$ cat config.mk
export PLATFORM = sky130hd
export DESIGN_NAME = mspsc_ram
export DESIGN_NICKNAME = d
export VERILOG_FILES = /design/src/rtl/core/min_separation_point_store_core_assert.svh /design/src/rtl/core/mspsc_ram.sv
export SDC_FILE = /design/constraint.sdc
export NUM_CORES = 1
export LEC_CHECK = 0
export BUFFER_PORTS_ARGS = -buffer_cell sky130_fd_sc_hd__buf_2
export CAP_MARGIN = 40
export CORE_UTILIZATION = 35
export DETAILED_ROUTE_END_ITERATION = 8
export GPL_TIMING_DRIVEN = 0
export PLACE_DENSITY_LB_ADDON = 0.08
export SETUP_SLACK_MARGIN = 0.1
export SLEW_MARGIN = 25
export SYNTH_ARGS = -nofsm -noshare
export SYNTH_HDL_FRONTEND = slang
export SYNTH_SLANG_ARGS = --single-unit
$ cat constraint.sdc
create_clock -name clock -period 2.7 [get_ports clock]
set_input_delay 0.27 -clock clock [delete_from_list [all_inputs] [get_ports clock]]
set_output_delay 0.27 -clock clock [all_outputs]
set_load 0.02 [all_outputs]
$ cat src/rtl/core/min_separation_point_store_core_assert.svh
// assertion macros for the point store rtl
`ifndef MIN_SEPARATION_POINT_STORE_CORE_ASSERT_SVH
`define MIN_SEPARATION_POINT_STORE_CORE_ASSERT_SVH

// condition holds in the same cycle as the trigger
`define MSPSC_ASSERT_NOW(label, clk, rst, ante, cons, msg) \
   label: assert property (@(posedge clk) disable iff (rst) (ante) |-> (cons)) \
      else $error(msg);

// condition holds in the cycle after the trigger
`define MSPSC_ASSERT_NEXT(label, clk, rst, ante, cons, msg) \
   label: assert property (@(posedge clk) disable iff (rst) (ante) |=> (cons)) \
      else $error(msg);

`endif

$ cat src/rtl/core/mspsc_ram.sv
// generic simple dual-port ram with registered read
`timescale 1ns / 1ps

module mspsc_ram #(
   parameter int  WIDTH  = 8,
   parameter int  DEPTH  = 16,
   localparam int ADDR_W = $clog2(DEPTH)
) (
   input  logic              clock,
   input  logic              wr_en,
   input  logic [ADDR_W-1:0] wr_addr,
   input  logic [WIDTH-1:0]  wr_data,
   input  logic              rd_en,
   input  logic [ADDR_W-1:0] rd_addr,
   output logic [WIDTH-1:0]  rd_data
);

   logic [WIDTH-1:0] mem [DEPTH];
   logic [WIDTH-1:0] rd_data_ff;

   always_ff @(posedge clock) begin
      if (wr_en) begin
         mem[wr_addr] <= wr_data;
      end
      if (rd_en) begin
         rd_data_ff <= mem[rd_addr];
      end
   end

   assign rd_data = rd_data_ff;

endmodule

==> flow_summary_export.csv <==
group,metric,value,unit
clock_network,post_cts_buffers,0,
timing,min_period,1660,ps
synthesis,ys.warnings.count,0,
finish,nNetsFinal,306,
synthesis,ys_types,18,
routing,route.detailed.drc,0,
critical_path,reg2reg_from,"mem[1][3]",
placed_design,pre_cts_ws,700,ps
clock_network,path_clk_slew,50,ps
routing,post_drt_wl_per_cell,23.2,um
timing,skew,4.21,ps
synthesis,synth-compound-area-share,2.30,%
timing,drv_slew,0,
critical_path,r2r_slack,1040,ps
global_route,grt_overflow,0,
floorplanning,initial_core_util,36.0,%
floorplanning,die_area,15400,um^2
timing,fin_tns_setup,0,ps
critical_path,worstPathCellList,"mux4_1 -> a22oi_1 -> nand2_1",
timing,setup_viol,0,
critical_path,rr_endpoint,"rd_data[3]",
critical_path,cp-start-kind,"register",
critical_path,crit_buf_inv,0,
clock_network,cts.sinks,136,
floorplanning,fp.dieH,124,um
timing,relSlewSlack,48.8,%
routing,highest_layer,"met4",
synthesis,ys_ff_latch,136,
routing,wl_met3,582,um
synthesis,yosys-top-cells-area,"edfxtp_1, mux4_2, mux4_1",
power,ir_drop,0.397,mV
finish,layout.cells.non_filler,484,
placed_design,portBuffers,25,
finish,area.growth.synth_to_final,20.5,%
clock_network,cts_hold_buf,0,
routing,detail-route-antenna-nets,0,
floorplanning,core_area,14500,um^2
clock_network,cts_buffer_depth,2,
routing,met2_length,5390,um
critical_path,critPathMaxFanout,1,
min_path,holdPathStages,1,
finish,drive_above_1_share,32.0,%
routing,via_count,2434,
finish,antenna_cells,0,
clock_network,cts_resized,0,
clock_network,insertion_delay,410,ps
synthesis,synth_xor_area_share,0,%
synthesis,synth_commonest_cells,"edfxtp_1, mux4_2, a22oi_1, mux4_1, nor2_1",
timing,rsz0062_at_grt,"no",
routing,drtIter0Drc,167,
finish,final_util,43.4,%
clock_network,cts_tree,"yes",
synthesis,synth_top_family_by_area,"multiplexers",
critical_path,r2r_cells,3,
synthesis,yosysTopAreaCell,"edfxtp_1",
power,finalPower,4.97,mW
min_path,min_path_type,"in2reg",
synthesis,seq_area_frac_synth,78.1,%
finish,final_area,6300,um^2
synthesis,synth_ff_type,"edfxtp_1",
synthesis,synth_adder_area_share,0,%
synthesis,synth_most_common_cell,"edfxtp_1",
synthesis,synth_edf_count,136,
synthesis,synth-simple-area-share,3.14,%
timing,hold_viol,0,
power,powerDensity,788,nW/um^2
synthesis,synthArstFlopShare,0,%
critical_path,cpPeakStageDelay,560,ps
floorplanning,num_rows,44,
routing,drt_wl_total,11200,um
critical_path,critPathSlowestCell,"mux4_1",
synthesis,netlist_area,5230,um^2
clock_network,cts_max_level,4,
global_route,grt_max_degree,17,
placed_design,globalplace.congestion,0.728,
floorplanning,dieWidth,124,um
min_path,holdPathEnd,"rd_data[5]",
critical_path,arrival,1810,ps
critical_path,worst_setup_path_end_kind,"register",
clock_network,cts_made_buffers,17,
critical_path,cp_top_family,"multiplexers",
clock_network,root_buffer,"clkbuf_16",
power,cellLeakagePower,2.12,nW
critical_path,critPathKind,"reg2reg",
timing,hold_ws,212,ps
critical_path,required,2850,ps
placed_design,dp.cells,446,
timing,finalWorstSetupSlack,1040,ps
global_route,grt_pass1_vias,2570,
global_route,grt_pass1_wl,16800,um
synthesis,synth_fp_nets,248,
synthesis,synth_top_area_share,78.1,%
routing,wl_met1,5090,um
synthesis,synth.area.mux_share,14.8,%
min_path,min_from,"rd_en",
synthesis,synth.avg_cell_area,22.8,um^2
timing,finalCritPeriodShare,61.5,%
flow_run,cap_violations,0,
placed_design,place_area,5660,um^2
run_status,status,"finished clean",
routing,via_per_inst,5.03,
timing,fmax,602,MHz
global_route,grt_antenna_before_repair,0,
floorplanning,io_pins,27,
global_route,grt.total_usage,15.8,%
routing,dr.pass1.iters,4,
synthesis,synthCells,229,
timing,tightest_slew,765,ps
placed_design,hpwlAfterDp,7390,um
-- cells in the final DEF (no fill, tap or decap) --
| master | netlist | routed |
|---|---|---|
| clkinv_1 | 0 | 5 |
| nand3_1 | 1 | 1 |
| clkbuf_4 | 0 | 2 |
| clkbuf_16 | 0 | 17 |
| clkinv_2 | 0 | 2 |
| nor2b_1 | 1 | 1 |
| clkbuf_1 | 0 | 3 |
| buf_2 | 3 | 28 |
| mux4_1 | 14 | 14 |
| nand3b_1 | 2 | 2 |
| nand2b_1 | 2 | 2 |
| buf_4 | 1 | 13 |
| and2_1 | 1 | 1 |
| nor2_1 | 13 | 13 |
| clkdlybuf4s25_2 | 3 | 3 |
| clkinvlp_4 | 0 | 1 |
| and2b_1 | 1 | 1 |
| mux4_2 | 18 | 18 |
| bufinv_16 | 0 | 4 |
| a22oi_1 | 16 | 16 |
| nand2_1 | 9 | 9 |
| or3b_2 | 1 | 1 |
| buf_6 | 3 | 3 |
| nor3_2 | 0 | 4 |
| edfxtp_1 | 136 | 136 |
-- report_power, final --
group	internal [mW]	switching, mW
Clock	1.52	0.806
Sequential	2.38	0.0100
Combinational	0.0961	0.152
-- per-layer routing --
metal,vias up,GRT usage [%]
met2,69,24.0
met4,0,6.80
met1,1254,21.7
li1,1094,-
met3,17,3.92
met5,-,0
-- registers in the layout, indices dropped and copies added, names as in the netlist --
signal   cells
rd_data      8
mem        128
-- cells by family after synthesis --
kind of cell           count (synthesis)
muxes                                 32
buffers and inverters                 10
and+or+nand+nor                       35
DFF                                  136
AOI/OAI and AO/OA                     16
-- final cells by class --
type | count | area, um^2
Buffer | 10 | 86.3
Clock inverter | 12 | 156
Clock buffer | 20 | 437
Timing Repair Buffer | 39 | 230
Multi-Input combinational cell | 83 | 1080
Fill cell | 1275 | 8230
Tap cell | 184 | 230
Sequential cell | 136 | 4080
-- worst max-delay path by stage --
| stage | to | from | cells after the start |
|---|---|---|---|
| finish | rd_data[3] | mem[1][3] | 3 |
| global placement | mem[0][3] | wr_addr[2] | 3 |
| CTS | rd_data[3] | mem[1][3] | 3 |
| global route | rd_data[7] | mem[3][7] | 3 |
| detailed placement | mem[3][4] | wr_addr[2] | 3 |
| floorplan | mem[0][0] | wr_addr[2] | 2 |
No activity file was read; power rests on OpenSTA's default activity.
