--- config.mk ---
export PLATFORM = sky130hd
export DESIGN_NAME = mspsc_dist
export DESIGN_NICKNAME = d
export VERILOG_FILES = /design/src/rtl/core/min_separation_point_store_core_assert.svh /design/src/rtl/core/mspsc_pkg.sv /design/src/rtl/core/mspsc_dist.sv
export SDC_FILE = /design/constraint.sdc
export NUM_CORES = 2
export LEC_CHECK = 0
export ABC_AREA = 1
export BUFFER_PORTS_ARGS = -buffer_cell sky130_fd_sc_hd__buf_4
export CORE_MARGIN = 3
export CORE_UTILIZATION = 55
export CTS_CLUSTER_DIAMETER = 60
export DETAILED_ROUTE_END_ITERATION = 12
export PLACE_DENSITY_LB_ADDON = 0.12
export REMOVE_ABC_BUFFERS = 1
export SYNTH_ARGS = -nofsm -noshare
export SYNTH_HDL_FRONTEND = slang
export SYNTH_SLANG_ARGS = --single-unit
--- constraint.sdc ---
create_clock -name clock -period 7.6 [get_ports clock]
set_input_delay 0.38 -clock clock [delete_from_list [all_inputs] [get_ports clock]]
set_output_delay 0.38 -clock clock [all_outputs]
set_load 0.02 [all_outputs]
--- src/rtl/core/min_separation_point_store_core_assert.svh ---
// assertion macros for the point store rtl
`ifndef MIN_SEPARATION_POINT_STORE_CORE_ASSERT_SVH
`define MIN_SEPARATION_POINT_STORE_CORE_ASSERT_SVH

// condition holds in the same cycle as the trigger
`define MSPSC_ASSERT_NOW(label, clk, rst, ante, cons, msg) \
   label: assert property (@(posedge clk) disable iff (rst) (ante) |-> (cons)) \
      else $error(msg);

// condition holds in the cycle after the trigger
`define MSPSC_ASSERT_NEXT(label, clk, rst, ante, cons, msg) \
   label: assert property (@(posedge clk) disable iff (rst) (ante) |=> (cons)) \
      else $error(msg);

`endif

--- src/rtl/core/mspsc_pkg.sv ---
// shared constants and types of the point store core
`timescale 1ns / 1ps

package mspsc_pkg;

   localparam int POINT_SLOTS_DEF  = 256;
   localparam int RECORD_SLOTS_DEF = 16;
   localparam int SAMPLE_BITS_DEF  = 16;

   localparam int FIELD_BITS    = 16;
   localparam int MODE_BITS     = 2;
   localparam int REC_IDX_BITS  = 4;
   localparam int STATUS_BITS   = 2;
   localparam int NEW_REC_BITS  = 4;
   localparam int TOTAL_BITS    = 5;
   localparam int DIST_BITS     = 10;
   localparam int LIMIT_BITS    = 2 * DIST_BITS;
   localparam int REQ_DATA_BITS = 56;
   localparam int RSP_DATA_BITS = 16;

   localparam logic [DIST_BITS-1:0] MIN_DISTANCE_RESET = 10'd30;

   localparam logic [MODE_BITS-1:0] MODE_ADD    = 2'd0;
   localparam logic [MODE_BITS-1:0] MODE_CREATE = 2'd1;
   localparam logic [MODE_BITS-1:0] MODE_UNDO   = 2'd2;

   localparam logic [STATUS_BITS-1:0] STATUS_OK        = 2'd0;
   localparam logic [STATUS_BITS-1:0] STATUS_CLOSE     = 2'd1;
   localparam logic [STATUS_BITS-1:0] STATUS_FULL      = 2'd2;
   localparam logic [STATUS_BITS-1:0] STATUS_NO_RECORD = 2'd3;

   typedef struct packed {
      logic [STATUS_BITS-1:0]  status;
      logic [NEW_REC_BITS-1:0] new_record;
      logic [TOTAL_BITS-1:0]   record_total;
   } result_type;

   // per-slot outcome of the distance pipeline
   typedef struct packed {
      logic valid;
      logic free;
      logic close;
   } scan_flag_type;

endpackage

--- src/rtl/core/mspsc_dist.sv ---
// three-stage squared distance pipeline over one stored slot per cycle
`timescale 1ns / 1ps

module mspsc_dist #(
   parameter int  SAMPLE_BITS = mspsc_pkg::SAMPLE_BITS_DEF,
   parameter int  REC_W       = 4,
   localparam int WORD_W      = 1 + REC_W + 3 * SAMPLE_BITS,
   localparam int SQ_W        = 2 * SAMPLE_BITS,
   localparam int SUM_W       = SQ_W + 2,
   localparam int CMP_W       = (SUM_W > mspsc_pkg::LIMIT_BITS) ? SUM_W : mspsc_pkg::LIMIT_BITS
) (
   input  logic                            clock,
   input  logic                            reset,
   input  logic                            in_valid,
   input  logic [WORD_W-1:0]               rd_word,
   input  logic [3*SAMPLE_BITS-1:0]        target_sample,
   input  logic [REC_W-1:0]                target_rec,
   input  logic [mspsc_pkg::LIMIT_BITS-1:0] limit,
   output mspsc_pkg::scan_flag_type        flags,
   output logic                            busy
);

   localparam int PROD_W = 2 * SAMPLE_BITS + 2;

   // stage 1: per-axis difference
   logic                     v1_ff, match1_ff, free1_ff;
   logic signed [SAMPLE_BITS:0] diff_ff [3];
   logic signed [SAMPLE_BITS:0] diff_in [3];
   // stage 2: per-axis square
   logic                     v2_ff, match2_ff, free2_ff;
   logic [SQ_W-1:0]          sq_ff [3];
   logic [SQ_W-1:0]          sq_in [3];
   logic signed [PROD_W-1:0] prod [3];
   // stage 3: sum and compare
   mspsc_pkg::scan_flag_type flags_ff, flags_in;
   logic [CMP_W-1:0]         sum;

   logic                     word_valid;
   logic [REC_W-1:0]         word_rec;

   assign word_valid = rd_word[WORD_W-1];
   assign word_rec   = rd_word[3*SAMPLE_BITS +: REC_W];

   always_comb begin
      for (int a = 0; a < 3; a++) begin
         diff_in[a] = $signed({target_sample[a*SAMPLE_BITS+SAMPLE_BITS-1],
                               target_sample[a*SAMPLE_BITS +: SAMPLE_BITS]})
                    - $signed({rd_word[a*SAMPLE_BITS+SAMPLE_BITS-1],
                               rd_word[a*SAMPLE_BITS +: SAMPLE_BITS]});
         prod[a]  = PROD_W'(diff_ff[a]) * PROD_W'(diff_ff[a]);
         sq_in[a] = prod[a][SQ_W-1:0];
      end
      sum = CMP_W'(sq_ff[0]) + CMP_W'(sq_ff[1]) + CMP_W'(sq_ff[2]);
      flags_in.valid = v2_ff;
      flags_in.free  = free2_ff;
      flags_in.close = match2_ff && (sum < CMP_W'(limit));
   end

   always_ff @(posedge clock) begin
      if (reset) begin
         v1_ff          <= 1'b0;
         v2_ff          <= 1'b0;
         flags_ff.valid <= 1'b0;
      end else begin
         v1_ff          <= in_valid;
         v2_ff          <= v1_ff;
         flags_ff.valid <= flags_in.valid;
      end
      match1_ff      <= word_valid && (word_rec == target_rec);
      free1_ff       <= !word_valid;
      match2_ff      <= match1_ff;
      free2_ff       <= free1_ff;
      flags_ff.free  <= flags_in.free;
      flags_ff.close <= flags_in.close;
      for (int a = 0; a < 3; a++) begin
         diff_ff[a] <= diff_in[a];
         sq_ff[a]   <= sq_in[a];
      end
   end

   assign flags = flags_ff;
   assign busy  = v1_ff || v2_ff || flags_ff.valid;

endmodule

==> summary.txt <==
Routing
  • Routed length on met2: 37900 um
  • M1 wire length: 38000 um
  • Total wire length: 80400 um
  • Via/cell ratio: 4.91
  • Met3 WL: 3450 um
  • DRC viols: 0
  • Max layer used: met4
  • Routed len/inst: 14.6 um
  • Post-route ant nets: 0
  • Number of DRC markers in iteration 0: 1472
  • Drt pass-1 iters: 6
  • Via count: 27000

Job
  • Max-cap violations: 0

Global routing
  • Initial antenna violation count: 1
  • Total GRT Usage: 24.4%
  • Grt ovf: 0
  • First-pass GRT wire length: 141000 um
  • Vias in the first global route: 29000
  • Largest net degree at the start of global routing: 23

Floorplan
  • FP Rows: 95
  • IO Pins: 132
  • Die area: 71900 sq um
  • CORE AREA: 67600 sq um
  • Initial Utilization: 55.9%
  • Die width: 268 um
  • Die H: 268 um

CTS
  • CTS resizes: 0
  • Clock sinks: 153
  • CTS Root Cell: clkbuf_16
  • Clk Latency, worst-skew pair: 0.49 ns
  • H-Tree Depth: 4
  • Post-CTS Setup Inserts: 0
  • Total CTS buffers: 17
  • CTS tree: yes
  • Clk buf depth: 2
  • Clk pin slew, worst setup/hold paths: 0.07 ns
  • Hold Buf Count CTS: 0

Layout
  • Multi-input gate area: 29000 sq um
  • Sequential Area: 3060 sq um
  • Diodes inserted: 0
  • Layout Nets: 5903
  • Syn-to-layout area delta: 6.52%
  • Final Non-Filler Cells: 5510
  • Share of layout cells above drive strength 1: 5.76%
  • Fill cell total of the finished layout: 6151

Status
  • Status: finished, final reports clean

Placed design
  • Cells after DPL: 5478
  • Port bufs: 131
  • Routability congestion estimate: 0.917
  • Dpl hpwl: 71400 um
  • Pre-CTS WS: 1.22 ns

Setup path
  • Critical path fanouts, max: 22
  • Crit-path cells: clkinv_1 > or2_2 > fa_1 > inv_1 > fa_1 > fa_1 > fa_1 > fa_1 > inv_1 > fa_1 > inv_1 > ha_1 > a21oi_1 > o21ai_0 > a21oi_1 > nand3_1 > nand2_1 > nand2_1 > xor2_1
  • CP Class: flip-flop to flip-flop
  • WP data required: 7.96 ns
  • Most frequent cell on the critical path: fa_1
  • Worst reg2reg setup slack: 1.18 ns
  • R2r endpoint: sq_ff[0][91]
  • Setup crit end: sq_ff[0][91]
  • CP Capture Type: flip-flop
  • CP max-delay cell: dfxtp_1
  • Critical Path Max Stage Delay: 0.90 ns
  • RR Startpoint: diff_ff[0][50]
  • CP Launch Point: diff_ff[0][50]
  • Critical path arrival: 6.78 ns
  • R2R depth: 19
  • Critical path startpoint category: flip-flop

Yosys
  • Synth top area cells: fa_1 43%, inv_1 14%, ha_1 12%
  • Async SR Flop Fraction: 0%
  • Sequential share of the synthesized area: 8.11%
  • Top-count cell post-synth: inv_1
  • Yosys reg bits: 153
  • Distinct cells, synth: 57
  • EDFF count, synth: 0
  • Mapped Avg Cell Area: 8.29 sq um
  • Synth Cell Area: 37800 sq um
  • Post-Synthesis Cells: 4556
  • Commonest cells in the synthesized netlist: 1409 x inv_1, 880 x nand2_1, 802 x fa_1
  • Synth Flop Type: dfxtp_1
  • Yosys top cell by area: fa_1
  • Yosys warning count: 0
  • Top cell type's share of synthesized area: 42.5%

Timing
  • Period utilization: 84.5%
  • RSZ-0062 raised after global routing: false
  • Clk_skew: 0.0167 ns
  • Setup_tns: 0 ns
  • Rel. slew slack: 36.5%
  • Max Slew Vio Count: 0
  • Worst slew pin tran: 0.951 ns
  • Setup ws final: 1.18 ns
  • Fin crit period: 6.42 ns
  • Max Clk Rate: 0.156 GHz
  • Final Hold Viols: 0
  • # setup viols final: 0

Worst hold path
  • HP Class: primary input to flip-flop
[worst max-delay path: cells and delay by family (launching register included)]
family                   cells  cell delay, ns
XOR/XNOR                     1            0.15
flip-flops                   1            0.90
buffers and inverters        4            0.67
AO/OA/AOI/OAI                3            0.71
adder cells (fa/ha/maj)      7            3.16
AND/OR/NAND/NOR              4            0.72
[cells in the final DEF (no fill, tap or decap), types with 84 or more instances in the layout]
cell type / instances
dfxtp_1: 153
nor2_1: 150
nand2_1: 880
xor2_1: 124
a21oi_1: 146
nand3_1: 84
inv_1: 1409
fa_1: 802
ha_1: 349
buf_4: 155
[final cells by class]
| class | count | area share [%] |
|---|---|---|
| clock inverters | 15 | 0.473 |
| clock buffers | 17 | 1.06 |
| well taps | 873 | 2.71 |
| flip-flops and latches | 153 | 7.61 |
| repair buffers | 155 | 2.89 |
| inverters | 1420 | 13.2 |
| multi-input cells | 2877 | 72.0 |
[stage by stage]
step	util, %	hold slack, ns	area, sq um
2_1_floorplan	-	0.310	37400
3_3_place_gp	58.6	0.312	39600
3_5_place_dp	58.6	0.320	39600
4_1_cts	59.5	0.0250	40200
5_1_grt	59.5	0.0390	40200
6_report	59.5	0.0620	40200
[state kept, by name, indices dropped and copies added, names as in the netlist]
name / count
sq_ff: 93
diff_ff: 51
flags: 3
free1_ff: 1
free2_ff: 1
match1_ff: 1
match2_ff: 1
v1_ff: 1
v2_ff: 1
[cells by family (layout without fill, tap and decap cells)]
kind of cell    Yosys count  after routing  share of synthesized area (%)
compound gates          311            311                           4.94
xor+xnor                198            198                           4.61
flops                   153            153                           8.11
fa+ha+maj              1151           1151                           54.1
simple gates           1214           1214                           13.1
buf+inv                1527           1607                           15.2
other cells               2              3                         0.0199
[per-layer routing]
metal | track usage (%) | vias to the layer above
li1 | - | 13200
met1 | 35.5 | 13200
met2 | 40.2 | 505
met3 | 2.78 | 71
met4 | 4.57 | 0
met5 | 0 | -
[worst min path at each step]
stage	start	to	cells past startpoint
floorplan	free2_ff	flags[1]	0
global placement	free2_ff	flags[1]	0
detailed placement	free2_ff	flags[1]	0
CTS	reset	flags[2]	2
global route	reset	flags[2]	2
finish	reset	flags[2]	2
Power is left out: the tool's default activity adds up to more than one toggle a clock period on the data nets, which glitch-free logic cannot reach.
