### config.mk
export PLATFORM = sky130hd
export DESIGN_NAME = mspsc_ctrl
export DESIGN_NICKNAME = d
export VERILOG_FILES = /design/src/rtl/core/mspsc_pkg.sv /design/src/rtl/core/mspsc_ctrl.sv
export VERILOG_INCLUDE_DIRS = /design/src /design/src/rtl/core
export SDC_FILE = /design/constraint.sdc
export NUM_CORES = 1
export LEC_CHECK = 0
export BUFFER_PORTS_ARGS = -buffer_cell sky130_fd_sc_hd__buf_2
export CORE_MARGIN = 1.5
export CORE_UTILIZATION = 35
export DETAILED_ROUTE_END_ITERATION = 16
export PLACE_DENSITY = 0.68
export SLEW_MARGIN = 5
export SYNTH_ARGS = -nofsm -noshare
export SYNTH_HDL_FRONTEND = slang
export SYNTH_SLANG_ARGS = --single-unit
### constraint.sdc
create_clock -name clock -period 3.7 [get_ports clock]
set_clock_uncertainty 0.2 [all_clocks]
set_input_delay 0.37 -clock clock [delete_from_list [all_inputs] [get_ports clock]]
set_output_delay 0.37 -clock clock [all_outputs]
set_load 0.05 [all_outputs]
### src/rtl/core/min_separation_point_store_core_assert.svh
// assertion macros for the point store rtl
`ifndef MIN_SEPARATION_POINT_STORE_CORE_ASSERT_SVH
`define MIN_SEPARATION_POINT_STORE_CORE_ASSERT_SVH

// condition holds in the same cycle as the trigger
`define MSPSC_ASSERT_NOW(label, clk, rst, ante, cons, msg) \
   label: assert property (@(posedge clk) disable iff (rst) (ante) |-> (cons)) \
      else $error(msg);

// condition holds in the cycle after the trigger
`define MSPSC_ASSERT_NEXT(label, clk, rst, ante, cons, msg) \
   label: assert property (@(posedge clk) disable iff (rst) (ante) |=> (cons)) \
      else $error(msg);

`endif

### src/rtl/core/mspsc_pkg.sv
// shared constants and types of the point store core
`timescale 1ns / 1ps

package mspsc_pkg;

   localparam int POINT_SLOTS_DEF  = 256;
   localparam int RECORD_SLOTS_DEF = 16;
   localparam int SAMPLE_BITS_DEF  = 16;

   localparam int FIELD_BITS    = 16;
   localparam int MODE_BITS     = 2;
   localparam int REC_IDX_BITS  = 4;
   localparam int STATUS_BITS   = 2;
   localparam int NEW_REC_BITS  = 4;
   localparam int TOTAL_BITS    = 5;
   localparam int DIST_BITS     = 10;
   localparam int LIMIT_BITS    = 2 * DIST_BITS;
   localparam int REQ_DATA_BITS = 56;
   localparam int RSP_DATA_BITS = 16;

   localparam logic [DIST_BITS-1:0] MIN_DISTANCE_RESET = 10'd30;

   localparam logic [MODE_BITS-1:0] MODE_ADD    = 2'd0;
   localparam logic [MODE_BITS-1:0] MODE_CREATE = 2'd1;
   localparam logic [MODE_BITS-1:0] MODE_UNDO   = 2'd2;

   localparam logic [STATUS_BITS-1:0] STATUS_OK        = 2'd0;
   localparam logic [STATUS_BITS-1:0] STATUS_CLOSE     = 2'd1;
   localparam logic [STATUS_BITS-1:0] STATUS_FULL      = 2'd2;
   localparam logic [STATUS_BITS-1:0] STATUS_NO_RECORD = 2'd3;

   typedef struct packed {
      logic [STATUS_BITS-1:0]  status;
      logic [NEW_REC_BITS-1:0] new_record;
      logic [TOTAL_BITS-1:0]   record_total;
   } result_type;

   // per-slot outcome of the distance pipeline
   typedef struct packed {
      logic valid;
      logic free;
      logic close;
   } scan_flag_type;

endpackage

### src/rtl/core/mspsc_ctrl.sv
// sequencer: clearing pass, scan, undo sweep and result hand-off
`timescale 1ns / 1ps
`include "min_separation_point_store_core_assert.svh"

module mspsc_ctrl #(
   parameter int  POINT_SLOTS  = mspsc_pkg::POINT_SLOTS_DEF,
   parameter int  RECORD_SLOTS = mspsc_pkg::RECORD_SLOTS_DEF,
   parameter int  SAMPLE_BITS  = mspsc_pkg::SAMPLE_BITS_DEF,
   localparam int ADDR_W       = $clog2(POINT_SLOTS),
   localparam int CNT_W        = $clog2(RECORD_SLOTS + 1),
   localparam int REC_W        = $clog2(RECORD_SLOTS),
   localparam int WORD_W       = 1 + REC_W + 3 * SAMPLE_BITS
) (
   input  logic                                  clock,
   input  logic                                  reset,
   input  logic                                  req_valid,
   output logic                                  req_ready,
   input  logic [mspsc_pkg::MODE_BITS-1:0]       req_mode,
   input  logic [mspsc_pkg::REC_IDX_BITS-1:0]    req_rec,
   input  logic [3*SAMPLE_BITS-1:0]              req_sample,
   output logic                                  ram_wr_en,
   output logic [ADDR_W-1:0]                     ram_wr_addr,
   output logic [WORD_W-1:0]                     ram_wr_data,
   output logic                                  ram_rd_en,
   output logic [ADDR_W-1:0]                     ram_rd_addr,
   input  logic [WORD_W-1:0]                     ram_rd_data,
   output logic                                  scan_valid,
   output logic [3*SAMPLE_BITS-1:0]              target_sample,
   output logic [REC_W-1:0]                      target_rec,
   input  mspsc_pkg::scan_flag_type              scan_flags,
   input  logic                                  scan_busy,
   output logic                                  res_valid,
   input  logic                                  res_ready,
   output mspsc_pkg::result_type                 res
);

   localparam logic [2:0] S_CLEAR    = 3'd0;
   localparam logic [2:0] S_IDLE     = 3'd1;
   localparam logic [2:0] S_SCAN     = 3'd2;
   localparam logic [2:0] S_DRAIN    = 3'd3;
   localparam logic [2:0] S_UNDO     = 3'd4;
   localparam logic [2:0] S_UNDO_END = 3'd5;
   localparam logic [2:0] S_FINISH   = 3'd6;

   localparam logic [ADDR_W-1:0] LAST_ADDR  = ADDR_W'(POINT_SLOTS - 1);
   localparam logic [CNT_W-1:0]  FULL_COUNT = CNT_W'(RECORD_SLOTS);
   localparam int WIDE_W = CNT_W + mspsc_pkg::TOTAL_BITS;

   logic [2:0]                  state_ff, state_in;
   logic [ADDR_W-1:0]           addr_ff, addr_in;
   logic                        scan_rd_ff, scan_rd_in;
   logic                        undo_rd_ff, undo_rd_in;
   logic [ADDR_W-1:0]           rd_addr_ff, rd_addr_in;
   logic [ADDR_W-1:0]           res_idx_ff, res_idx_in;
   logic                        close_ff, close_in;
   logic                        free_found_ff, free_found_in;
   logic [ADDR_W-1:0]           free_addr_ff, free_addr_in;
   logic [REC_W-1:0]            rec_ff, rec_in;
   logic [3*SAMPLE_BITS-1:0]    sample_ff, sample_in;
   logic [CNT_W-1:0]            count_ff, count_in;
   logic [mspsc_pkg::STATUS_BITS-1:0]  status_ff, status_in;
   logic [mspsc_pkg::NEW_REC_BITS-1:0] created_ff, created_in;

   logic [WIDE_W-1:0]           rec_wide;
   logic [WIDE_W-1:0]           cnt_wide;
   logic [REC_W-1:0]            undo_target;

   assign rec_wide    = WIDE_W'(req_rec);
   assign cnt_wide    = WIDE_W'(count_ff);
   assign undo_target = count_ff[REC_W-1:0];

   always_comb begin
      state_in      = state_ff;
      addr_in       = addr_ff;
      scan_rd_in    = 1'b0;
      undo_rd_in    = 1'b0;
      rd_addr_in    = addr_ff;
      res_idx_in    = res_idx_ff;
      close_in      = close_ff;
      free_found_in = free_found_ff;
      free_addr_in  = free_addr_ff;
      rec_in        = rec_ff;
      sample_in     = sample_ff;
      count_in      = count_ff;
      status_in     = status_ff;
      created_in    = created_ff;
      ram_wr_en     = 1'b0;
      ram_wr_addr   = addr_ff;
      ram_wr_data   = '0;
      ram_rd_en     = 1'b0;
      ram_rd_addr   = addr_ff;
      req_ready     = 1'b0;
      res_valid     = 1'b0;

      // slot outcomes return in address order, so the first free one is the lowest
      if (scan_flags.valid) begin
         res_idx_in = res_idx_ff + 1'b1;
         if (scan_flags.close) begin
            close_in = 1'b1;
         end
         if (scan_flags.free && !free_found_ff) begin
            free_found_in = 1'b1;
            free_addr_in  = res_idx_ff;
         end
      end

      // undo write-back comes in the cycle after its read, never to the slot then being read
      if (undo_rd_ff && ram_rd_data[WORD_W-1] &&
          (ram_rd_data[3*SAMPLE_BITS +: REC_W] == undo_target)) begin
         ram_wr_en   = 1'b1;
         ram_wr_addr = rd_addr_ff;
      end

      case (state_ff)
         S_CLEAR: begin
            ram_wr_en   = 1'b1;
            ram_wr_addr = addr_ff;
            addr_in     = addr_ff + 1'b1;
            if (addr_ff == LAST_ADDR) begin
               addr_in  = '0;
               state_in = S_IDLE;
            end
         end
         S_IDLE: begin
            req_ready = 1'b1;
            if (req_valid) begin
               status_in  = mspsc_pkg::STATUS_OK;
               created_in = '0;
               state_in   = S_FINISH;
               case (req_mode)
                  mspsc_pkg::MODE_ADD: begin
                     if (rec_wide >= cnt_wide) begin
                        status_in = mspsc_pkg::STATUS_NO_RECORD;
                     end else begin
                        rec_in        = rec_wide[REC_W-1:0];
                        sample_in     = req_sample;
                        addr_in       = '0;
                        res_idx_in    = '0;
                        close_in      = 1'b0;
                        free_found_in = 1'b0;
                        state_in      = S_SCAN;
                     end
                  end
                  mspsc_pkg::MODE_CREATE: begin
                     if (count_ff == FULL_COUNT) begin
                        status_in = mspsc_pkg::STATUS_FULL;
                     end else begin
                        created_in = cnt_wide[mspsc_pkg::NEW_REC_BITS-1:0];
                        count_in   = count_ff + 1'b1;
                     end
                  end
                  mspsc_pkg::MODE_UNDO: begin
                     if (count_ff != '0) begin
                        count_in = count_ff - 1'b1;
                        addr_in  = '0;
                        state_in = S_UNDO;
                     end
                  end
                  default: begin
                     state_in = S_FINISH;
                  end
               endcase
            end
         end
         S_SCAN: begin
            ram_rd_en  = 1'b1;
            scan_rd_in = 1'b1;
            addr_in    = addr_ff + 1'b1;
            if (addr_ff == LAST_ADDR) begin
               state_in = S_DRAIN;
            end
         end
         S_DRAIN: begin
            if (!scan_rd_ff && !scan_busy) begin
               state_in = S_FINISH;
               if (close_ff) begin
                  status_in = mspsc_pkg::STATUS_CLOSE;
               end else if (!free_found_ff) begin
                  status_in = mspsc_pkg::STATUS_FULL;
               end else begin
                  ram_wr_en   = 1'b1;
                  ram_wr_addr = free_addr_ff;
                  ram_wr_data = {1'b1, rec_ff, sample_ff};
               end
            end
         end
         S_UNDO: begin
            ram_rd_en  = 1'b1;
            undo_rd_in = 1'b1;
            rd_addr_in = addr_ff;
            addr_in    = addr_ff + 1'b1;
            if (addr_ff == LAST_ADDR) begin
               state_in = S_UNDO_END;
            end
         end
         S_UNDO_END: begin
            state_in = S_FINISH;
         end
         S_FINISH: begin
            res_valid = 1'b1;
            if (res_ready) begin
               state_in = S_IDLE;
            end
         end
         default: begin
            state_in = S_IDLE;
         end
      endcase
   end

   always_ff @(posedge clock) begin
      if (reset) begin
         state_ff   <= S_CLEAR;
         addr_ff    <= '0;
         scan_rd_ff <= 1'b0;
         undo_rd_ff <= 1'b0;
         count_ff   <= '0;
      end else begin
         state_ff   <= state_in;
         addr_ff    <= addr_in;
         scan_rd_ff <= scan_rd_in;
         undo_rd_ff <= undo_rd_in;
         count_ff   <= count_in;
      end
      rd_addr_ff    <= rd_addr_in;
      res_idx_ff    <= res_idx_in;
      close_ff      <= close_in;
      free_found_ff <= free_found_in;
      free_addr_ff  <= free_addr_in;
      rec_ff        <= rec_in;
      sample_ff     <= sample_in;
      status_ff     <= status_in;
      created_ff    <= created_in;
   end

   assign scan_valid         = scan_rd_ff;
   assign target_sample      = sample_ff;
   assign target_rec         = rec_ff;
   assign res.status         = status_ff;
   assign res.new_record     = created_ff;
   assign res.record_total   = cnt_wide[mspsc_pkg::TOTAL_BITS-1:0];

   `MSPSC_ASSERT_NOW(a_add_write_ok, clock, reset, (state_ff == S_DRAIN && ram_wr_en), (free_found_ff && !close_ff), "sample stored although too close or no free slot")
   `MSPSC_ASSERT_NOW(a_count_bound, clock, reset, 1'b1, (count_ff <= FULL_COUNT), "record count beyond record table")
   `MSPSC_ASSERT_NEXT(a_undo_count, clock, reset, (state_ff == S_IDLE && req_valid && req_mode == mspsc_pkg::MODE_UNDO && count_ff != '0), (count_ff == $past(count_ff) - 1'b1), "undo did not drop the newest record")
   `MSPSC_ASSERT_NOW(a_flags_in_scan, clock, reset, scan_flags.valid, (state_ff == S_SCAN || state_ff == S_DRAIN), "distance result outside a scan")

endmodule

==> results_dict.tcl, run 1 <==
set metrics [dict create \
    status "finished, final reports clean" \
    die-area_um2 13400 \
    antenna_found_initial 0 \
    netlist_instances 387 \
    utilization 0.510 \
    num_vias 3732 \
    worst-path-stages 6 \
    cts.sinks 102 \
    path_max_fanout 7 \
    synthToLayoutAreaGrowth_pct 43.0 \
    r2r_setup_slack_ns 1.03 \
    crit_arrival_ns 2.61 \
    drv_slew 0 \
    cp_top_family "simple AND/OR/NAND/NOR gates" \
    worst_slew_pin_slew_ns 0.668 \
    timing.final.crit_share 0.859 \
    max_cap_viol_count 0 \
    r2r_cells 7 \
    yosysWarnings 0 \
    regArea_um2 2700 \
    ios 252 \
    ys_types 48 \
    path_cells "xor2_1 > nor3_1 > and2_1 > nor3b_2 > a221o_1 > buf_2" \
    final-hold-violation-count 0 \
    synth_edf_count 66 \
    wl_mm 11.5 \
    cts_max_level 3 \
    reg2reg_from "count_ff[2]" \
    period_needed_ns 3.18 \
    max_freq_ghz 0.315 \
    fp.dieH_um 116 \
    setup_slack_ns 0.522 \
    fill_cells 1195 \
    route.detailed.drc 0 \
    start_util 0.357 \
    antenna_cells 0 \
    port_buffers 203 \
    peakVddDrop_uv 196 \
    first_global_vias 3523 \
    grt_use_total 0.167 \
    grt_start_max_net_pins 62 \
    ys_seq_elements 102 \
    tns_ns 0 \
    firstDrtPassIters 5 \
    avgSynthCellArea_um2 11.5 \
    crit_start "count_ff[2]" \
    cts_inserted_buffers 9 \
    cp-start-kind "flop" \
    antenna_left 0 \
    cp_data_required_time_ns 3.13 \
    grt_overflow 0 \
    cts_tree "built" \
    drtIter0Drc 200 \
    hold_class "primary input to flop" \
    crit_path_end_kind "output pin" \
    pre_cts_slack_ns 0.845 \
    relSlewSlack 0.553 \
    vias_per_cell 4.60 \
    clock_latency_ns 0.34 \
    die_w_um 116 \
    core_um2 12500 \
    multi_input_area_um2 1600 \
    worstHoldEndpoint "target_sample[22]" \
    r2r-end "target_sample[7]" \
    wl_per_cell_um 14.2 \
    placed_area_um2 5640 \
    whs_path_depth 1 \
    total_power_mw 2.45 \
    grt_pass1_wl_mm 17.3 \
    cpPeakStageDelay_ns 0.48 \
    finalNonFillerCells 811 \
    gp_congestion 0.824 \
    finalInstanceArea_um2 6380 \
    placed_cells 749 \
    ys_seq_area_frac 0.606 \
    drive_gt1_frac 0.360 \
    min-delay-start "req_sample[22]" \
    rsz0062_at_grt "false" \
    rows 41 \
    syn_area_um2 4460 \
    cts_buffer_depth 2 \
    clk_pin_slew_worst_paths_ns 0.07 \
    final_nets 759 \
    syn_nets 512 \
    crit_type "flop to output pin" \
    holdWs_ns 0.0262 \
    dominantRegCellSynth "edfxtp_1" \
    leakage_nw 2.89 \
    powerDensity_nw_per_um2 384 \
    cts-root-buf "clkbuf_16" \
    cp_slowest_cell "dfxtp_1" \
    setup_viol 0 \
    dp_hpwl_mm 8.31 \
    path_buf_inv 1 \
    post_cts_buffers 0 \
    ys_async_sr_fraction 0 \
]
-- registers in the layout, summed over array words and instances, names as in the netlist --
signal         flops
status_ff          2
free_found_ff      1
res_idx_ff         8
ram_rd_addr        8
free_addr_ff       8
created_ff         4
scan_valid         1
count_ff           5
target_sample     48
rd_addr_ff         8
target_rec         4
close_ff           1
state_ff           3
undo_rd_ff         1
-- power by group --
group          switching [mW]  internal [mW]
sequential             0.0514           1.27
clock                   0.438          0.472
combinational           0.106          0.115
-- layout by cell type (no fill, tap or decap), types with 3 or more instances in the layout --
cell	instances
buf_2	203
and2_1	66
edfxtp_1	66
dlygate4sd3_1	46
dfxtp_1	36
nor2_1	26
inv_1	19
nand2_1	19
a21oi_1	18
o21ai_0	9
ha_1	9
clkbuf_16	9
xor2_1	7
nor3_1	7
xnor2_1	7
a221o_1	7
nand3_1	7
nand2b_1	6
and3_1	6
o31ai_1	6
nor2b_1	5
nand4_1	5
mux2i_1	4
o211ai_1	4
a21o_1	3
inv_6	3
buf_4	3
-- cell families (layout without fill, tap and decap cells) --
kind of cell | Yosys count | count (layout) | synth area share
AND/OR/NAND/NOR | 160 | 160 | 0.199
flip-flops | 102 | 102 | 0.606
AO/OA/AOI/OAI | 61 | 61 | 0.0917
buffers and inverters | 36 | 288 | 0.0373
XOR/XNOR | 14 | 14 | 0.0275
adder cells (fa/ha/maj) | 10 | 10 | 0.0297
multiplexers | 4 | 4 | 0.00897
-- cell usage after synthesis, types with 2 or more instances --
| cell | count | area share |
|---|---|---|
| or2_1 | 2 | 0.0028 |
| a221o_1 | 7 | 0.016 |
| a21oi_1 | 18 | 0.020 |
| xnor2_1 | 7 | 0.014 |
| o21ai_1 | 2 | 0.0022 |
| xor2_1 | 7 | 0.014 |
| o31ai_1 | 6 | 0.010 |
| o211ai_1 | 4 | 0.0067 |
| edfxtp_1 | 66 | 0.44 |
| nor2b_1 | 5 | 0.0070 |
| nand2_1 | 19 | 0.016 |
| dfxtp_1 | 36 | 0.16 |
| nor2_1 | 26 | 0.022 |
| and3_1 | 6 | 0.0084 |
| nor3_1 | 7 | 0.0078 |
| a211oi_1 | 2 | 0.0034 |
| nand4_1 | 5 | 0.0070 |
| and2_1 | 67 | 0.094 |
| buf_6 | 3 | 0.0076 |
| ha_1 | 9 | 0.025 |
| mux2i_1 | 4 | 0.0090 |
| clkbuf_1 | 12 | 0.010 |
| or2_2 | 2 | 0.0028 |
| o21ai_0 | 9 | 0.010 |
| inv_1 | 19 | 0.016 |
| or4_1 | 2 | 0.0034 |
| a21o_1 | 3 | 0.0050 |
| nand2b_1 | 6 | 0.0084 |
| nand3_1 | 7 | 0.0078 |
-- worst reg2reg max path, stage by stage, from the launching register on --
cell and delay [ns]:
dfxtp_1 0.48, inv_1 0.08, ha_1 0.30, a21oi_1 0.13, o21ai_0 0.14, a31oi_1 0.39, and2_2 0.23, buf_4 0.35
-- worst max path at each step --
stage                           to  slack, ns
CTS                 ram_wr_addr[1]       0.50
finish              ram_wr_addr[1]       0.52
detailed placement  ram_wr_addr[1]       0.84
global route        ram_wr_addr[1]       0.40
global placement    ram_wr_addr[1]       0.87
floorplan            target_rec[0]       0.59
-- final cells by class --
| class | instances | area share |
|---|---|---|
| sequential | 102 | 0.423 |
| multi-input combinational | 249 | 0.251 |
| timing repair buffer | 252 | 0.235 |
| clock buffer | 9 | 0.0353 |
| tap | 172 | 0.0337 |
| inverter | 20 | 0.0125 |
| clock inverter | 7 | 0.00960 |
-- layer usage --
metal | GRT usage | wire (µm) | vias to the layer above
met5 | 0 | 0 | -
met3 | 0.0340 | 631 | 14
met1 | 0.190 | 4760 | 1744
li1 | - | - | 1849
met2 | 0.303 | 5900 | 125
met4 | 0.0675 | 201 | 0
-- what timing repair did --
item                      CTS  global route
hold buffers               46             0
gates resized for setup     0             0
hold endpoints to repair   46             0
No activity file was read; power rests on OpenSTA's default activity.
==> run 2: changes to the inputs <==
--- a/config.mk
+++ b/config.mk
@@ -7,8 +7,10 @@
 export NUM_CORES = 1
 export LEC_CHECK = 0
 export BUFFER_PORTS_ARGS = -buffer_cell sky130_fd_sc_hd__buf_2
+export CORE_ASPECT_RATIO = 0.6
 export CORE_MARGIN = 1.5
 export CORE_UTILIZATION = 35
+export CTS_BUF_LIST = sky130_fd_sc_hd__clkbuf_8 sky130_fd_sc_hd__clkbuf_16
 export DETAILED_ROUTE_END_ITERATION = 16
 export PLACE_DENSITY = 0.68
 export SLEW_MARGIN = 5
==> results_dict.tcl, run 2 (same netlist as run 1, synthesis figures left out) <==
set metrics [dict create \
    leakage_nw 2.91 \
    port_buffers 203 \
    fp.dieH_um 90.5 \
    wl_mm 12.2 \
    die_w_um 149 \
    vias_per_cell 4.74 \
    cp_data_required_time_ns 3.13 \
    swShare 0.224 \
    worstHoldEndpoint "target_sample[30]" \
    antenna_found_initial 0 \
    met2_usage 0.303 \
    cts-resized-gates 0 \
    whs_path_depth 1 \
    cts.sinks 102 \
    cp-start-kind "flop" \
    final_nets 759 \
    crit_path_end_kind "output pin" \
    hold_class "primary input to flop" \
    final_common_cell "buf_2" \
    power_frac_seq 0.525 \
    start_util 0.364 \
    grt_use_total 0.182 \
    antenna_cells 0 \
    power_switching_mw 0.561 \
    wl_per_cell_um 15.2 \
    ios 252 \
    path_max_fanout 46 \
    crit_arrival_ns 2.79 \
    p_clk_frac 0.388 \
    powerDensity_nw_per_um2 392 \
    period_needed_ns 3.36 \
    rsz0062_at_grt "false" \
    core_um2 12300 \
    status "finished, final reports clean" \
    final_cell_mix "203 x buf_2, 66 x and2_1, 66 x edfxtp_1" \
    drive_gt1_frac 0.358 \
    setup_viol 0 \
    rows 31 \
    timing.final.crit_share 0.909 \
    clk_pin_slew_worst_paths_ns 0.07 \
    cts_buffer_depth 2 \
    path_cells "nand2b_1 > or2_1 > nor2_4 > buf_4 > and2_1 > a221o_1 > buf_2" \
    cts-root-buf "clkbuf_16" \
    holdWs_ns 0.0169 \
    grt_pass1_wl_mm 19.1 \
    antenna_left 0 \
    cp_slowest_cell "dfxtp_1" \
    die-area_um2 13500 \
    drtIter0Drc 178 \
    grt_util_met3 0.0444 \
    cts_inserted_buffers 9 \
    grt_start_max_net_pins 47 \
    final-hold-violation-count 0 \
    largest_register_ffs 48 \
    cts_tree "built" \
    gp_congestion 0.878 \
    firstDrtPassIters 4 \
    cpPeakStageDelay_ns 0.51 \
    route.detailed.drc 0 \
    met1_usage 0.234 \
    dp_hpwl_mm 8.65 \
    r2r_cells 7 \
    first_global_vias 3669 \
    comb_power_share 0.087 \
    p_int_mw 1.94 \
    synthToLayoutAreaGrowth_pct 43.3 \
    r2r-end "target_sample[27]" \
    drv_slew 0 \
    peakVddDrop_uv 186 \
    min-delay-start "req_sample[30]" \
    max_freq_ghz 0.297 \
    tns_ns 0 \
    grt_overflow 0 \
    worst_slew_pin_slew_ns 0.681 \
    reg2reg_from "count_ff[2]" \
    num_vias 3814 \
    r2r_setup_slack_ns 0.89 \
    top_usage_layer "met2" \
    cts_max_level 3 \
    relSlewSlack 0.543 \
    crit_type "flop to output pin" \
    clock_latency_ns 0.34 \
    max_cap_viol_count 0 \
]
==> run 2: timing repair <==
| action | in CTS | in global routing |
|---|---|---|
| hold buffers | 43 | 3 |
| hold endpoints to repair | 43 | 3 |
| setup buffers | 0 | 0 |
==> run 2: worst max path at each step <==
stage	slack, ns	to	from
2_1_floorplan	0.59	target_rec[0]	count_ff[2]
3_3_place_gp	0.79	ram_wr_addr[7]	state_ff[1]
3_5_place_dp	0.72	ram_wr_addr[7]	state_ff[1]
4_1_cts	0.35	ram_wr_addr[7]	state_ff[1]
5_1_grt	0.13	ram_wr_addr[5]	state_ff[1]
6_report	0.34	ram_wr_addr[5]	state_ff[1]
==> run 2: area by class of cell <==
class	count	area [µm²]
clock buffer	10	250
timing repair buffer	252	1500
inverter	20	80.1
sequential	102	2700
clock inverter	6	58.8
fill	1088	5860
tap	165	206
multi-input combinational	249	1600
==> run 2: critical path, delay by kind of cell, from the launching register on <==
family	cells	cell delay (ns)
simple gates	4	1.11
flops	1	0.51
compound gates	1	0.13
buf+inv	2	0.70
==> run 2: per-stage QoR <==
step	setup slack, ns	cells	power (mW)	util	cell area (µm²)
2_1_floorplan	0.588	387	1.45	-	4460
3_3_place_gp	0.794	742	1.51	0.459	5630
3_5_place_dp	0.724	742	1.52	0.459	5630
4_1_cts	0.347	801	2.53	0.519	6370
5_1_grt	0.126	804	2.62	0.522	6400
6_report	0.336	804	2.51	0.522	6400
==> run 2: power by group through the flow <==
stage                     Clock (mW)  Sequential [mW]  Combinational, mW
after floorplan                    0             1.34              0.108
after global placement             0             1.34              0.173
after detailed placement           0             1.34              0.178
after CTS                       1.00             1.31              0.215
after global routing            1.05             1.32              0.248
final                          0.973             1.31              0.218
==> run 2: per-layer routing <==
layer  wire length [µm]  vias up
li1                   -     1857
met1               5480     1806
met2               5820      139
met3                763       12
met4                173        0
met5                  0        -
==> run 3: changes to the inputs <==
--- a/config.mk
+++ b/config.mk
@@ -6,13 +6,13 @@
 export SDC_FILE = /design/constraint.sdc
 export NUM_CORES = 1
 export LEC_CHECK = 0
+export ABC_AREA = 1
 export BUFFER_PORTS_ARGS = -buffer_cell sky130_fd_sc_hd__buf_2
 export CORE_ASPECT_RATIO = 0.6
 export CORE_MARGIN = 1.5
-export CORE_UTILIZATION = 35
+export CORE_UTILIZATION = 29
 export CTS_BUF_LIST = sky130_fd_sc_hd__clkbuf_8 sky130_fd_sc_hd__clkbuf_16
 export DETAILED_ROUTE_END_ITERATION = 16
-export PLACE_DENSITY = 0.68
 export SLEW_MARGIN = 5
 export SYNTH_ARGS = -nofsm -noshare
 export SYNTH_HDL_FRONTEND = slang
==> results_dict.tcl, run 3 <==
set metrics [dict create \
    worst_slew_pin_slew_ns 1.05 \
    gp_congestion 0.841 \
    die-area_um2 17500 \
    cp_top_family "simple AND/OR/NAND/NOR gates" \
    path_buf_inv 2 \
    cp_common_cell "nand2_1" \
    crit_arrival_ns 2.15 \
    drv_slew 0 \
    synth_most_common_cell "inv_1" \
    start_util 0.297 \
    dominantRegCellSynth "edfxtp_1" \
    synth-adder-area-share 0.0275 \
    route.detailed.drc 0 \
    vias_per_cell 4.21 \
    relSlewSlack 0.295 \
    cts.sinks 102 \
    synth_mux_area_frac 0 \
    synth_common_cells "102 x inv_1, 101 x nand2_1, 87 x nor2_1" \
    cts-resized-gates 0 \
    worst-path-stages 9 \
    timing.final.crit_share 0.735 \
    synth_area_leaders "edfxtp_1 41%, dfxtp_1 15%, inv_1 7.9%, nand2_1 7.9%, nor2_1 6.8%" \
    die_w_um 170 \
    yosys.area.top_type "edfxtp_1" \
    synth_edf_count 66 \
    min-delay-start "req_sample[28]" \
    yosysWarnings 0 \
    worstHoldEndpoint "target_sample[28]" \
    final_cell_mix "203 x buf_2, 101 x inv_1, 101 x nand2_1" \
    ios 252 \
    pre_cts_slack_ns 0.947 \
    cts_max_level 3 \
    antenna_found_initial 0 \
    ys_async_sr_fraction 0 \
    firstDrtPassIters 4 \
    cts_buffer_depth 2 \
    synth_top_family_by_area "simple AND/OR/NAND/NOR gates" \
    dp_hpwl_mm 10.4 \
    rsz0062_at_grt "false" \
    final-hold-violation-count 0 \
    cts-root-buf "clkbuf_16" \
    synthToLayoutAreaGrowth_pct 42.4 \
    setup_viol 0 \
    antenna_left 0 \
    tns_ns 0 \
    synth_compound_area_frac 0.0749 \
    finalInstanceArea_um2 6870 \
    reg2reg_from "count_ff[1]" \
    antenna_cells 0 \
    yosys.area_share.simple 0.227 \
    cp-start-kind "flop" \
    leakage_nw 3.47 \
    num_vias 4349 \
    grt_start_max_net_pins 53 \
    grt_overflow 0 \
    clk_pin_slew_worst_paths_ns 0.07 \
    setup_slack_ns 0.980 \
    grt_use_total 0.157 \
    clock_latency_ns 0.35 \
    r2r-end "target_sample[6]" \
    status "finished, final reports clean" \
    drive_gt1_frac 0.324 \
    max_cap_viol_count 0 \
    ys_seq_elements 102 \
    netlist_instances 547 \
    hold_class "primary input to flop" \
    r2r_cells 10 \
    final_common_cell "buf_2" \
    largest_register_ffs 48 \
    core_um2 16300 \
    whs_path_depth 1 \
    max_freq_ghz 0.368 \
    r2r_setup_slack_ns 0.98 \
    ys_seq_area_frac 0.560 \
    cp_data_required_time_ns 3.13 \
    synth_xor_area_frac 0.0127 \
    powerDensity_nw_per_um2 367 \
    wl_mm 13.9 \
    rows 36 \
    cp_slowest_cell "dfxtp_1" \
    grt_pass1_wl_mm 20.9 \
    placed_area_um2 6110 \
    crit_type "flop to output pin" \
    post_cts_buffers 0 \
    period_needed_ns 2.72 \
    synth_top_area_frac 0.411 \
    cts_inserted_buffers 9 \
    cts_tree "built" \
    first_global_vias 3913 \
    total_power_mw 2.52 \
    path_cells "inv_1 > nand2_1 > nand2_1 > nor3_2 > nand2_2 > nand2_1 > nand3b_1 > nand3b_1 > buf_2" \
    cpPeakStageDelay_ns 0.41 \
    syn_area_um2 4830 \
    wl_per_cell_um 13.4 \
    path_max_fanout 16 \
    syn_nets 672 \
    avgSynthCellArea_um2 8.82 \
    final_nets 925 \
    drtIter0Drc 206 \
    port_buffers 203 \
    ys_types 36 \
    peakVddDrop_uv 213 \
    fp.dieH_um 103 \
    crit_path_end_kind "output pin" \
]
## run 3: layout make-up
cell class | instances | area [µm²]
inverter | 114 | 430
clock inverter | 5 | 43.8
multi-input combinational | 323 | 1650
clock buffer | 11 | 264
tap | 228 | 285
fill | 1625 | 9390
sequential | 102 | 2700
timing repair buffer | 250 | 1490
## run 3: worst max path at each step
stage	from	slack, ns	to
after global placement	count_ff[2]	1.0	target_sample[16]
after floorplan	count_ff[1]	0.38	target_rec[0]
after global routing	count_ff[1]	0.75	ram_wr_addr[4]
after CTS	count_ff[2]	0.95	target_sample[16]
after detailed placement	count_ff[2]	0.95	target_sample[16]
final	count_ff[1]	0.98	ram_wr_addr[4]
## run 3: per-stage QoR
step	hold slack [ns]	std cells	util
2_1_floorplan	0.208	547	-
3_3_place_gp	0.198	972	0.376
3_5_place_dp	0.195	972	0.376
4_1_cts	0.000462	1031	0.421
5_1_grt	0.00174	1033	0.423
6_report	0.0112	1033	0.423
## run 3: logic make-up (layout without fill, tap and decap cells)
logic type / count (synthesis) / in the layout
AND/OR/NAND/NOR: 245 / 245
buffers and inverters: 122 / 380
flip-flops: 102 / 102
AO/OA/AOI/OAI: 61 / 61
adder cells (fa/ha/maj): 10 / 10
XOR/XNOR: 7 / 7
## run 3: timing repair
action                                 4_1_cts  5_1_grt
setup endpoints to repair                    0        0
endpoints found under the hold margin       43        2
hold buffers                                43        2
## run 3: power by group
group | leakage (nW) | internal [mW] | switching [mW]
Combinational | 2.42 | 0.117 | 0.123
Sequential | 0.889 | 1.26 | 0.0432
Clock | 0.153 | 0.528 | 0.448
## run 3: per-layer routing
metal  vias to the layer above  routed length, µm  global-route usage
met5                         -                  0                   0
met4                         0                 47              0.0320
met3                         4               1050              0.0438
met2                       145               5970               0.246
met1                      1966               6820               0.218
li1                       2234                  -                   -
